`src/ffdsp_pkg.sv`:
```
package ffdsp_pkg;

  // field widths fixed by the interface
  localparam int TS_W    = 16;
  localparam int TICKS_W = 12;
  localparam int IDX_W   = 10;

  // register map
  localparam logic CFG_IDX_NOMINAL = 1'b0;
  localparam logic [TICKS_W-1:0] NOM_TICKS_RESET = 12'd144;

  // derived limits, nom = t << 16:
  //   nom*11/10 = 72089*t + floor(3t/5)
  //   nom*9/10  = 58982*t + floor(2t/5)
  //   nom/800   = 81*t    + floor(23t/25)
  // each floor term is a reciprocal multiply and a right shift
  localparam logic [35:0] PMAX_INT   = 36'd72089;
  localparam logic [35:0] PMAX_RECIP = 36'd78645;   // 3 * ceil(2^17/5)
  localparam logic [35:0] PMIN_INT   = 36'd58982;
  localparam logic [35:0] PMIN_RECIP = 36'd52430;   // 2 * ceil(2^17/5)
  localparam int          FIFTH_SH   = 17;
  localparam logic [35:0] STEP_INT   = 36'd81;
  localparam logic [35:0] STEP_RECIP = 36'd3858779; // 23 * ceil(2^22/25)
  localparam int          STEP_SH    = 22;

  // trend logic
  localparam logic [3:0] TREND_MIN  = 4'd5;
  localparam logic [3:0] TREND_SKEW = 4'd2;

  typedef struct packed {
    logic [TS_W-1:0] edge_time;
    logic            flush;
  } edge_word_t;

  typedef struct packed {
    logic [31:0]      data_word;
    logic [IDX_W-1:0] word_index;
    logic [31:0]      bit_total;
    logic             is_final;
    logic             zero_overflow;
    logic             last;
  } res_word_t;

  typedef enum logic [3:0] {
    ST_IDLE,
    ST_DIST,
    ST_RUNT,
    ST_RANGE,
    ST_DIV,
    ST_PHASE,
    ST_PERIOD,
    ST_SHIFT,
    ST_FLUSH
  } sep_state_t;

endpackage

```
`src/floppy_flux_data_separator_pll.sv`:
```
// digital pll data separator for floppy flux streams. each input word is the
// 16-bit timestamp of one flux transition (or a flush request); the pll runs
// in 16.16 fixed point time and turns the transitions into bitcells, packed
// msb-first into 32-bit result words. an edge closer than one cell period to
// the current cell start is dropped as a runt. the empty cells passed become
// zeros (at most MAX_ZERO_RUN per edge, beyond which zero_overflow is raised
// on the next result) and the edge cell becomes a one. the phase is pulled by
// period/8 when the edge lies outside 3/8..5/8 of the cell, and after five
// pulls a one-sided trend nudges the period by nominal/800 within +-10% of
// nominal. a flush emits the partial word left-justified with is_final set
// and restarts the stream. the edge subtractions and the division share one
// 33-bit subtractor under a small sequencer, and a word is taken only while
// the sequencer is idle. an edge steps through the distance, runt and range
// states, and a runt goes back to idle there. a gap longer than two periods
// then runs a bit-serial restoring division that counts the empty cells, and
// every kept edge goes on through the phase, period and shift states. bits
// are shifted one per cycle, and the shifter waits while a completed word
// cannot be handed to the result register. writing nominal_period_ticks
// restarts the stream from the new nominal period.
module floppy_flux_data_separator_pll
  import ffdsp_pkg::*;
#(
  parameter int BUF_WORDS    = 1024,
  parameter int MAX_ZERO_RUN = 1024
) (
  input  logic        clk,
  input  logic        rst,
  // flux edge words
  input  logic        edge_valid,
  output logic        edge_ready,
  input  edge_word_t  edge_word,
  // recovered data words
  output logic        res_valid,
  input  logic        res_ready,
  output res_word_t   res_word,
  // configuration
  input  logic        psel,
  input  logic        penable,
  input  logic        pwrite,
  input  logic [2:0]  paddr,
  input  logic [31:0] pwdata,
  output logic [31:0] prdata,
  output logic        pready
);

  localparam int IW = (BUF_WORDS > 1) ? $clog2(BUF_WORDS) : 1;
  localparam int ZW = $clog2(MAX_ZERO_RUN + 1);

  function automatic logic [31:0] nom_of(input logic [TICKS_W-1:0] t);
    logic [31:0] n;
    n = {4'd0, t, 16'd0};
    if (t == '0) begin
      n = 32'h0001_0000;
    end
    return n;
  endfunction

  sep_state_t state, state_next;

  // configuration
  logic [TICKS_W-1:0] nom_ticks;
  logic [TICKS_W-1:0] t_eff;
  logic               cfg_wr;

  // derived limits, two-stage constant multiply
  logic [35:0] pmax_a, pmax_b, pmin_a, pmin_b, step_a, step_b;
  logic [31:0] pmax, pmin, step;

  // pll and packer state
  logic [31:0]   cell_period;
  logic [31:0]   prev_cell_start;
  logic [2:0]    phase_inc_count;
  logic [2:0]    phase_dec_count;
  logic [31:0]   bit_shift_reg;
  logic [31:0]   bit_counter;
  logic          overflow_seen;
  logic [IW-1:0] word_idx;

  // per-edge working registers
  logic [TS_W-1:0] edge_ts;
  logic [31:0]     acc;        // distance, then cell offset d
  logic [31:0]     quo;        // dividend, then empty cell count
  logic [31:0]     rem;
  logic [4:0]      div_cnt;
  logic [ZW-1:0]   zeros;
  logic            phase_up;
  logic            phase_dn;

  // shared subtractor
  logic [32:0] alu_a, alu_b;
  logic [33:0] alu_diff;
  logic        alu_borrow;

  logic [31:0] edge_fx;
  logic        out_free;
  logic        word_done;
  logic        push_go;
  logic        flush_go;
  logic        reinit;
  logic        push_bit;
  logic [31:0] shift_next;
  logic [IW-1:0] idx_next;
  logic [IW+IDX_W-1:0] idx_ext;
  logic [IW+IDX_W-1:0] idx_flush_ext;
  logic [31:0] div_rem_next;
  logic [33:0] thr3_sum;
  logic [34:0] thr5_sum;
  logic [31:0] thr3, thr5;
  logic [3:0]  cnt_sum;
  logic [32:0] period_up;
  logic [4:0]  flush_sh;

  assign edge_fx   = {edge_ts, 16'd0};
  assign t_eff     = (nom_ticks == '0) ? TICKS_W'(1) : nom_ticks;
  assign cfg_wr    = psel && penable && pwrite && (paddr[2] == CFG_IDX_NOMINAL);
  assign pready    = 1'b1;
  assign prdata    = (paddr[2] == CFG_IDX_NOMINAL) ? {20'd0, nom_ticks} : 32'd0;

  assign out_free  = !res_valid || res_ready;
  assign word_done = (bit_counter[4:0] == 5'd31);
  assign push_bit  = (zeros == '0);

  // operand select for the one subtractor
  always_comb begin
    alu_a = {1'b0, edge_fx};
    alu_b = {1'b0, prev_cell_start};
    case (state)
      ST_RUNT: begin
        alu_a = {1'b0, acc};
        alu_b = {1'b0, cell_period};
      end
      ST_RANGE: begin
        alu_a = {1'b0, acc - 32'd1};
        alu_b = {1'b0, cell_period};
      end
      ST_DIV: begin
        alu_a = {rem, quo[31]};
        alu_b = {1'b0, cell_period};
      end
      ST_PHASE: begin
        alu_a = {1'b0, edge_fx};
        alu_b = {1'b0, acc};
      end
      default: begin
        alu_a = {1'b0, edge_fx};
        alu_b = {1'b0, prev_cell_start};
      end
    endcase
  end

  assign alu_diff     = {1'b0, alu_a} - {1'b0, alu_b};
  assign alu_borrow   = alu_diff[33];
  assign div_rem_next = alu_borrow ? alu_a[31:0] : alu_diff[31:0];

  // phase window: 3/8 and 5/8 of the period, no wrap
  assign thr3_sum = {2'd0, cell_period} + {1'b0, cell_period, 1'b0};
  assign thr5_sum = {3'd0, cell_period} + {1'b0, cell_period, 2'd0};
  assign thr3     = 32'(thr3_sum >> 3);
  assign thr5     = 32'(thr5_sum >> 3);

  assign cnt_sum   = {1'b0, phase_inc_count} + {1'b0, phase_dec_count};
  assign period_up = {1'b0, cell_period} + {1'b0, step};

  assign shift_next    = {bit_shift_reg[30:0], push_bit};
  assign idx_ext       = {{IDX_W{1'b0}}, word_idx};
  assign idx_flush_ext = idx_ext;
  assign flush_sh      = 5'd0 - bit_counter[4:0];

  // word index counts bit_counter/32 modulo BUF_WORDS, rewinding when
  // bit_counter itself wraps
  always_comb begin
    idx_next = word_idx;
    if (bit_counter[31:5] == '1) begin
      idx_next = '0;
    end else if (word_idx == IW'(BUF_WORDS - 1)) begin
      idx_next = '0;
    end else begin
      idx_next = word_idx + IW'(1);
    end
  end

  // sequencer
  always_ff @(posedge clk) begin
    if (rst) begin
      state <= ST_IDLE;
    end else begin
      state <= state_next;
    end
  end

  always_comb begin
    state_next = state;
    edge_ready = 1'b0;
    push_go    = 1'b0;
    flush_go   = 1'b0;
    unique case (state)
      ST_IDLE: begin
        edge_ready = 1'b1;
        if (edge_valid) begin
          state_next = edge_word.flush ? ST_FLUSH : ST_DIST;
        end
      end
      ST_DIST: begin
        state_next = ST_RUNT;
      end
      ST_RUNT: begin
        // closer than one period to the cell start: runt, dropped
        state_next = alu_borrow ? ST_IDLE : ST_RANGE;
      end
      ST_RANGE: begin
        state_next = ((acc != 32'd0) && !alu_borrow) ? ST_DIV : ST_PHASE;
      end
      ST_DIV: begin
        if (div_cnt == 5'd31) begin
          state_next = ST_PHASE;
        end
      end
      ST_PHASE: begin
        state_next = ST_PERIOD;
      end
      ST_PERIOD: begin
        state_next = ST_SHIFT;
      end
      ST_SHIFT: begin
        // hold while a finished word has nowhere to go
        push_go = !word_done || out_free;
        if (push_go && push_bit) begin
          state_next = ST_IDLE;
        end
      end
      ST_FLUSH: begin
        flush_go = out_free;
        if (out_free) begin
          state_next = ST_IDLE;
        end
      end
      default: begin
        state_next = ST_IDLE;
      end
    endcase
  end

  // derived limits follow the register through the product registers and the
  // limit registers; the first use in the period step lies well past that after any write
  always_ff @(posedge clk) begin
    pmax_a <= 36'(t_eff) * PMAX_INT;
    pmax_b <= 36'(t_eff) * PMAX_RECIP;
    pmin_a <= 36'(t_eff) * PMIN_INT;
    pmin_b <= 36'(t_eff) * PMIN_RECIP;
    step_a <= 36'(t_eff) * STEP_INT;
    step_b <= 36'(t_eff) * STEP_RECIP;
    pmax   <= 32'(pmax_a + (pmax_b >> FIFTH_SH));
    pmin   <= 32'(pmin_a + (pmin_b >> FIFTH_SH));
    step   <= 32'(step_a + (step_b >> STEP_SH));
  end

  assign reinit = cfg_wr || flush_go;

  // pll and packer state
  always_ff @(posedge clk) begin
    if (rst) begin
      nom_ticks       <= NOM_TICKS_RESET;
      cell_period     <= nom_of(NOM_TICKS_RESET);
      prev_cell_start <= 32'd0 - nom_of(NOM_TICKS_RESET);
      phase_inc_count <= '0;
      phase_dec_count <= '0;
      bit_shift_reg   <= '1;
      bit_counter     <= '0;
      overflow_seen   <= 1'b0;
      word_idx        <= '0;
    end else if (reinit) begin
      if (cfg_wr) begin
        nom_ticks       <= pwdata[TICKS_W-1:0];
        cell_period     <= nom_of(pwdata[TICKS_W-1:0]);
        prev_cell_start <= 32'd0 - nom_of(pwdata[TICKS_W-1:0]);
      end else begin
        cell_period     <= nom_of(nom_ticks);
        prev_cell_start <= 32'd0 - nom_of(nom_ticks);
      end
      phase_inc_count <= '0;
      phase_dec_count <= '0;
      bit_shift_reg   <= '1;
      bit_counter     <= '0;
      overflow_seen   <= 1'b0;
      word_idx        <= '0;
    end else begin
      case (state)
        ST_PHASE: begin
          // cell start of the edge cell, before the phase pull
          prev_cell_start <= alu_diff[31:0];
          if (acc < thr3) begin
            phase_dec_count <= phase_dec_count + 3'd1;
          end else if (acc > thr5) begin
            phase_inc_count <= phase_inc_count + 3'd1;
          end
          if (quo > 32'(MAX_ZERO_RUN)) begin
            overflow_seen <= 1'b1;
          end
        end
        ST_PERIOD: begin
          if (phase_up) begin
            prev_cell_start <= prev_cell_start + (cell_period >> 3);
          end else if (phase_dn) begin
            prev_cell_start <= prev_cell_start - (cell_period >> 3);
          end
          if (cnt_sum >= TREND_MIN) begin
            if ({1'b0, phase_inc_count} > {1'b0, phase_dec_count} + TREND_SKEW) begin
              cell_period <= (period_up > {1'b0, pmax}) ? pmax : period_up[31:0];
            end else if ({1'b0, phase_dec_count} > {1'b0, phase_inc_count} + TREND_SKEW) begin
              if ((cell_period < step) || (cell_period - step < pmin)) begin
                cell_period <= pmin;
              end else begin
                cell_period <= cell_period - step;
              end
            end
            phase_inc_count <= '0;
            phase_dec_count <= '0;
          end
        end
        ST_SHIFT: begin
          if (push_go) begin
            bit_shift_reg <= shift_next;
            bit_counter   <= bit_counter + 32'd1;
            if (word_done) begin
              word_idx      <= idx_next;
              overflow_seen <= 1'b0;
            end
          end
        end
        default: begin
        end
      endcase
    end
  end

  // per-edge working registers
  always_ff @(posedge clk) begin
    if (edge_ready && edge_valid) begin
      edge_ts <= edge_word.edge_time;
    end
    case (state)
      ST_DIST: begin
        acc <= alu_diff[31:0];
      end
      ST_RUNT: begin
        acc <= alu_diff[31:0];
      end
      ST_RANGE: begin
        // quotient (d-1)/p counts the empty cells when d > p
        quo     <= ((acc != 32'd0) && !alu_borrow) ? alu_a[31:0] : 32'd0;
        rem     <= 32'd0;
        div_cnt <= 5'd0;
      end
      ST_DIV: begin
        rem     <= div_rem_next;
        quo     <= {quo[30:0], !alu_borrow};
        div_cnt <= div_cnt + 5'd1;
        if (div_cnt == 5'd31) begin
          acc <= div_rem_next + 32'd1;
        end
      end
      ST_PHASE: begin
        phase_dn <= (acc < thr3);
        phase_up <= !(acc < thr3) && (acc > thr5);
        zeros    <= (quo > 32'(MAX_ZERO_RUN)) ? ZW'(MAX_ZERO_RUN) : quo[ZW-1:0];
      end
      ST_SHIFT: begin
        if (push_go && !push_bit) begin
          zeros <= zeros - ZW'(1);
        end
      end
      default: begin
      end
    endcase
  end

  // result register
  always_ff @(posedge clk) begin
    if (rst) begin
      res_valid <= 1'b0;
    end else if ((push_go && word_done) || flush_go) begin
      res_valid <= 1'b1;
    end else if (res_ready) begin
      res_valid <= 1'b0;
    end
  end

  always_ff @(posedge clk) begin
    if (flush_go) begin
      res_word.data_word     <= bit_shift_reg << flush_sh;
      res_word.word_index    <= idx_flush_ext[IDX_W-1:0];
      res_word.bit_total     <= bit_counter;
      res_word.is_final      <= 1'b1;
      res_word.zero_overflow <= overflow_seen;
      res_word.last          <= 1'b1;
    end else if (push_go && word_done) begin
      res_word.data_word     <= shift_next;
      res_word.word_index    <= idx_ext[IDX_W-1:0];
      res_word.bit_total     <= bit_counter + 32'd1;
      res_word.is_final      <= 1'b0;
      res_word.zero_overflow <= overflow_seen;
      // a later word follows only if 32 or more pushes remain
      res_word.last          <= push_bit || (zeros < ZW'(32));
    end
  end

`ifndef SYNTHESIS
  // the zero run counter never exceeds the cap
  a_zero_cap: assert property (@(posedge clk) disable iff (rst)
    (state == ST_SHIFT) |-> (zeros <= ZW'(MAX_ZERO_RUN)))
    else $error("zero run counter above cap");

  // a flush result always closes its item
  a_final_last: assert property (@(posedge clk) disable iff (rst)
    (res_valid && res_word.is_final) |-> res_word.last)
    else $error("final word without last");

  // a completed word always lands on a 32-bit boundary
  a_word_align: assert property (@(posedge clk) disable iff (rst)
    (res_valid && !res_word.is_final) |-> (res_word.bit_total[4:0] == 5'd0))
    else $error("completed word not aligned");

  // a new result is never loaded over one that is still waiting
  a_no_overrun: assert property (@(posedge clk) disable iff (rst)
    (res_valid && !res_ready) |-> !(push_go && word_done) && !flush_go)
    else $error("result register overrun");
`endif

endmodule
```
`config.mk`:
```
export PLATFORM = sky130hd
export DESIGN_NAME = floppy_flux_data_separator_pll
export DESIGN_NICKNAME = d
export VERILOG_FILES = /design/src/ffdsp_pkg.sv /design/src/floppy_flux_data_separator_pll.sv
export SDC_FILE = /design/constraint.sdc
export NUM_CORES = 2
export LEC_CHECK = 0
export BUFFER_PORTS_ARGS = -buffer_cell sky130_fd_sc_hd__buf_4
export CAP_MARGIN = 20
export CELL_PAD_IN_SITES_DETAIL_PLACEMENT = 0
export CELL_PAD_IN_SITES_GLOBAL_PLACEMENT = 1
export CORE_MARGIN = 3
export CORE_UTILIZATION = 50
export DETAILED_ROUTE_END_ITERATION = 6
export PLACE_DENSITY = 0.84
export REMOVE_ABC_BUFFERS = 1
export SYNTH_ARGS = -nofsm -noshare
export SYNTH_HDL_FRONTEND = slang
export SYNTH_SLANG_ARGS = --single-unit
export TNS_END_PERCENT = 30
```
`constraint.sdc`:
```
create_clock -name clk -period 8.9 [get_ports clk]
set_input_delay 0.89 -clock clk [delete_from_list [all_inputs] [get_ports clk]]
set_output_delay 0.89 -clock clk [all_outputs]
set_load 0.01 [all_outputs]
```
==> impl_metrics.yaml <==
setup_path:
  required_ps: 9410
  slowest_delay_ps: 750
  path_max_fanout: 13
  worstSetupPathType: "reg2reg"
  arrival_ps: 8220
  crit_path_start: "nom_ticks[10]"
  r2r_start: "nom_ticks[10]"
  reg2reg_slack_ps: 1190
  startpoint_type: "flop"
  cp-end-kind: "flop"
  cpMaxStageDelayCell: "or4_1"
cts:
  post_cts_buffers: 0
  cts_sinks: 554
  clk_latency_ps: 640
  cts_tree: "done"
  clock_path_buffers: 3
  cts_buffers: 66
  cts_htree_levels: 3
  cts_resized: 0
  hold_buffers: 0
  cts-root-buf: "clkbuf_16"
  cts.clk_slew.worst_paths_ps: 60
synthesis:
  synth_top_cell_by_area: "ha_1"
  yosysSeqAreaShare_pct: 24.9
  ys_async_sr_fraction_pct: 0
  synth_warnings: 0
  yosysMostFrequentCell: "ha_1"
  yosys.cell_types.count: 121
  synthTopCellsByCount: "737 x ha_1, 633 x inv_1, 502 x nand2_1"
  synth_edf_count: 205
  ys_seq_elements: 554
  syn_inst: 6028
  yosys-top-cells-area: "ha_1 17%, dfxtp_1 13%, edfxtp_1 12%"
  synth_top_area_share_pct: 17.5
  netlist_area_sq_um: 52800
  ys.flop_type: "dfxtp_1"
  avgSynthCellArea_sq_um: 8.77
route:
  wl_per_cell_um: 21.5
  drtIter0Drc: 3379
  routed-via-count: 44100
  drtAntennaViolNets: 0
  dr.pass1.iters: 7
  vias_per_cell: 5.84
  drc: 0
  wirelength_um: 163000
floorplan:
  rows: 118
  start_util_pct: 50.7
  ios: 171
  die_y_um: 331
  die_x_um: 331
  core-area_sq_um: 104000
  die-area_sq_um: 110000
finish:
  final_util_pct: 55.3
  layout-drive-gt1-share_pct: 7.42
  instances_no_fill: 7550
  seq_area_sq_um: 13100
  multi_input_area_sq_um: 36500
  nFillCells: 9614
  regMostFlops: "res_word"
  fin_nets: 7165
  antenna_cells: 0
  area_growth_pct: 9.17
  largest_register_ffs: 77
hold_path:
  hold_start: "pmin_b[17]"
  hp-class: "reg2reg"
sta:
  hold_violations: 0
  period_needed_ps: 7710
  setup_violations: 0
  fin_skew_ps: 33.3
  relSlewSlack_pct: 24.1
  max_freq_mhz: 130
  tightest_slew_ps: 1130
  fin_crit_sh_pct: 86.7
  finalMaxSlewViolations: 0
  grt_setup_unrepaired: "no"
placed_design:
  port_buffers: 127
  gp_congestion: 1.04
  place_inst: 7430
  hpwl_um: 130000
job:
  drv_cap: 0
power_and_ir_drop:
  power.total_mw: 16.4
  ir_drop_uv: 332
  powerDensity_nw_per_um2: 284
  total_leakage_power_nw: 26.2
grt:
  grt_pass1_vias: 43000
  grt_usage_pct: 29.3
  grt_max_degree: 87
  antenna_found_initial: 2
  grt_pass1_wl_um: 249000
  grt-ovfl-total: 0
outcome:
  status: "complete, no violations"
-- logic make-up after synthesis --
| group | share of synthesized area (%) |
|---|---|
| xor gates and xnor gates | 7.16 |
| and+or+nand+nor | 15.3 |
| buffers and inverters | 6.35 |
| other | 0.0142 |
| AOI/OAI and AO/OA | 17.2 |
| DFF | 24.9 |
| muxes | 2.15 |
| adders and majority gates | 26.9 |
-- report_power, final --
| part | internal, mW | switching (mW) |
|---|---|---|
| combinational | 3.61 | 5.94 |
| sequential | 3.49 | 0.625 |
| clock | 1.61 | 1.13 |
-- routing by layer --
| layer | wire length (um) | track usage (%) |
|---|---|---|
| met5 | 0 | 0 |
| met4 | 9890 | 15.5 |
| met3 | 8540 | 3.34 |
| met2 | 76600 | 49.3 |
| met1 | 67500 | 36.9 |
-- final cells by class --
class                           instances  area share (%)
Clock buffer                           89            3.19
Clock inverter                         29           0.573
Inverter                              637            4.14
Multi-Input combinational cell       4635            63.3
Sequential cell                       554            22.8
Tap cell                             1380            2.99
Timing Repair Buffer                  226            2.98
-- per-stage QoR --
step	hold slack, ps	area [sq um]	setup TNS (ps)	worst slack [ps]
3_5_place_dp	315	55500	0	1250
5_1_grt	339	57700	0	658
4_1_cts	329	57700	0	1240
2_1_floorplan	310	51900	-71320	-2310
6_report	329	57700	0	1190
3_3_place_gp	316	55500	0	1340
-- final timing paths --
| check | to | depth (start not counted) |
|---|---|---|
| max | step_b[33] | 28 |
| min | pmin[0] | 0 |
| max reg2reg | step_b[33] | 28 |
| min reg2reg | pmin[0] | 0 |
-- layout by cell type (no fill, tap or decap), drive strengths merged, types with 226 or more instances in the layout --
| cell type | instances |
|---|---|
| a21oi | 439 |
| buf | 226 |
| dfxtp | 349 |
| fa | 249 |
| ha | 737 |
| inv | 640 |
| nand2 | 504 |
| nor2 | 419 |
| o21ai | 355 |
| xnor2 | 289 |
-- worst max-delay path: cells and delay by family, from the launching register on --
family | cells | cell delay (ps)
compound gates | 9 | 1870
simple gates | 6 | 1380
flops | 1 | 410
buf+inv | 5 | 850
xor+xnor | 1 | 90
fa+ha+maj | 7 | 2970
Note: power is estimated with default switching activity, not from simulation.
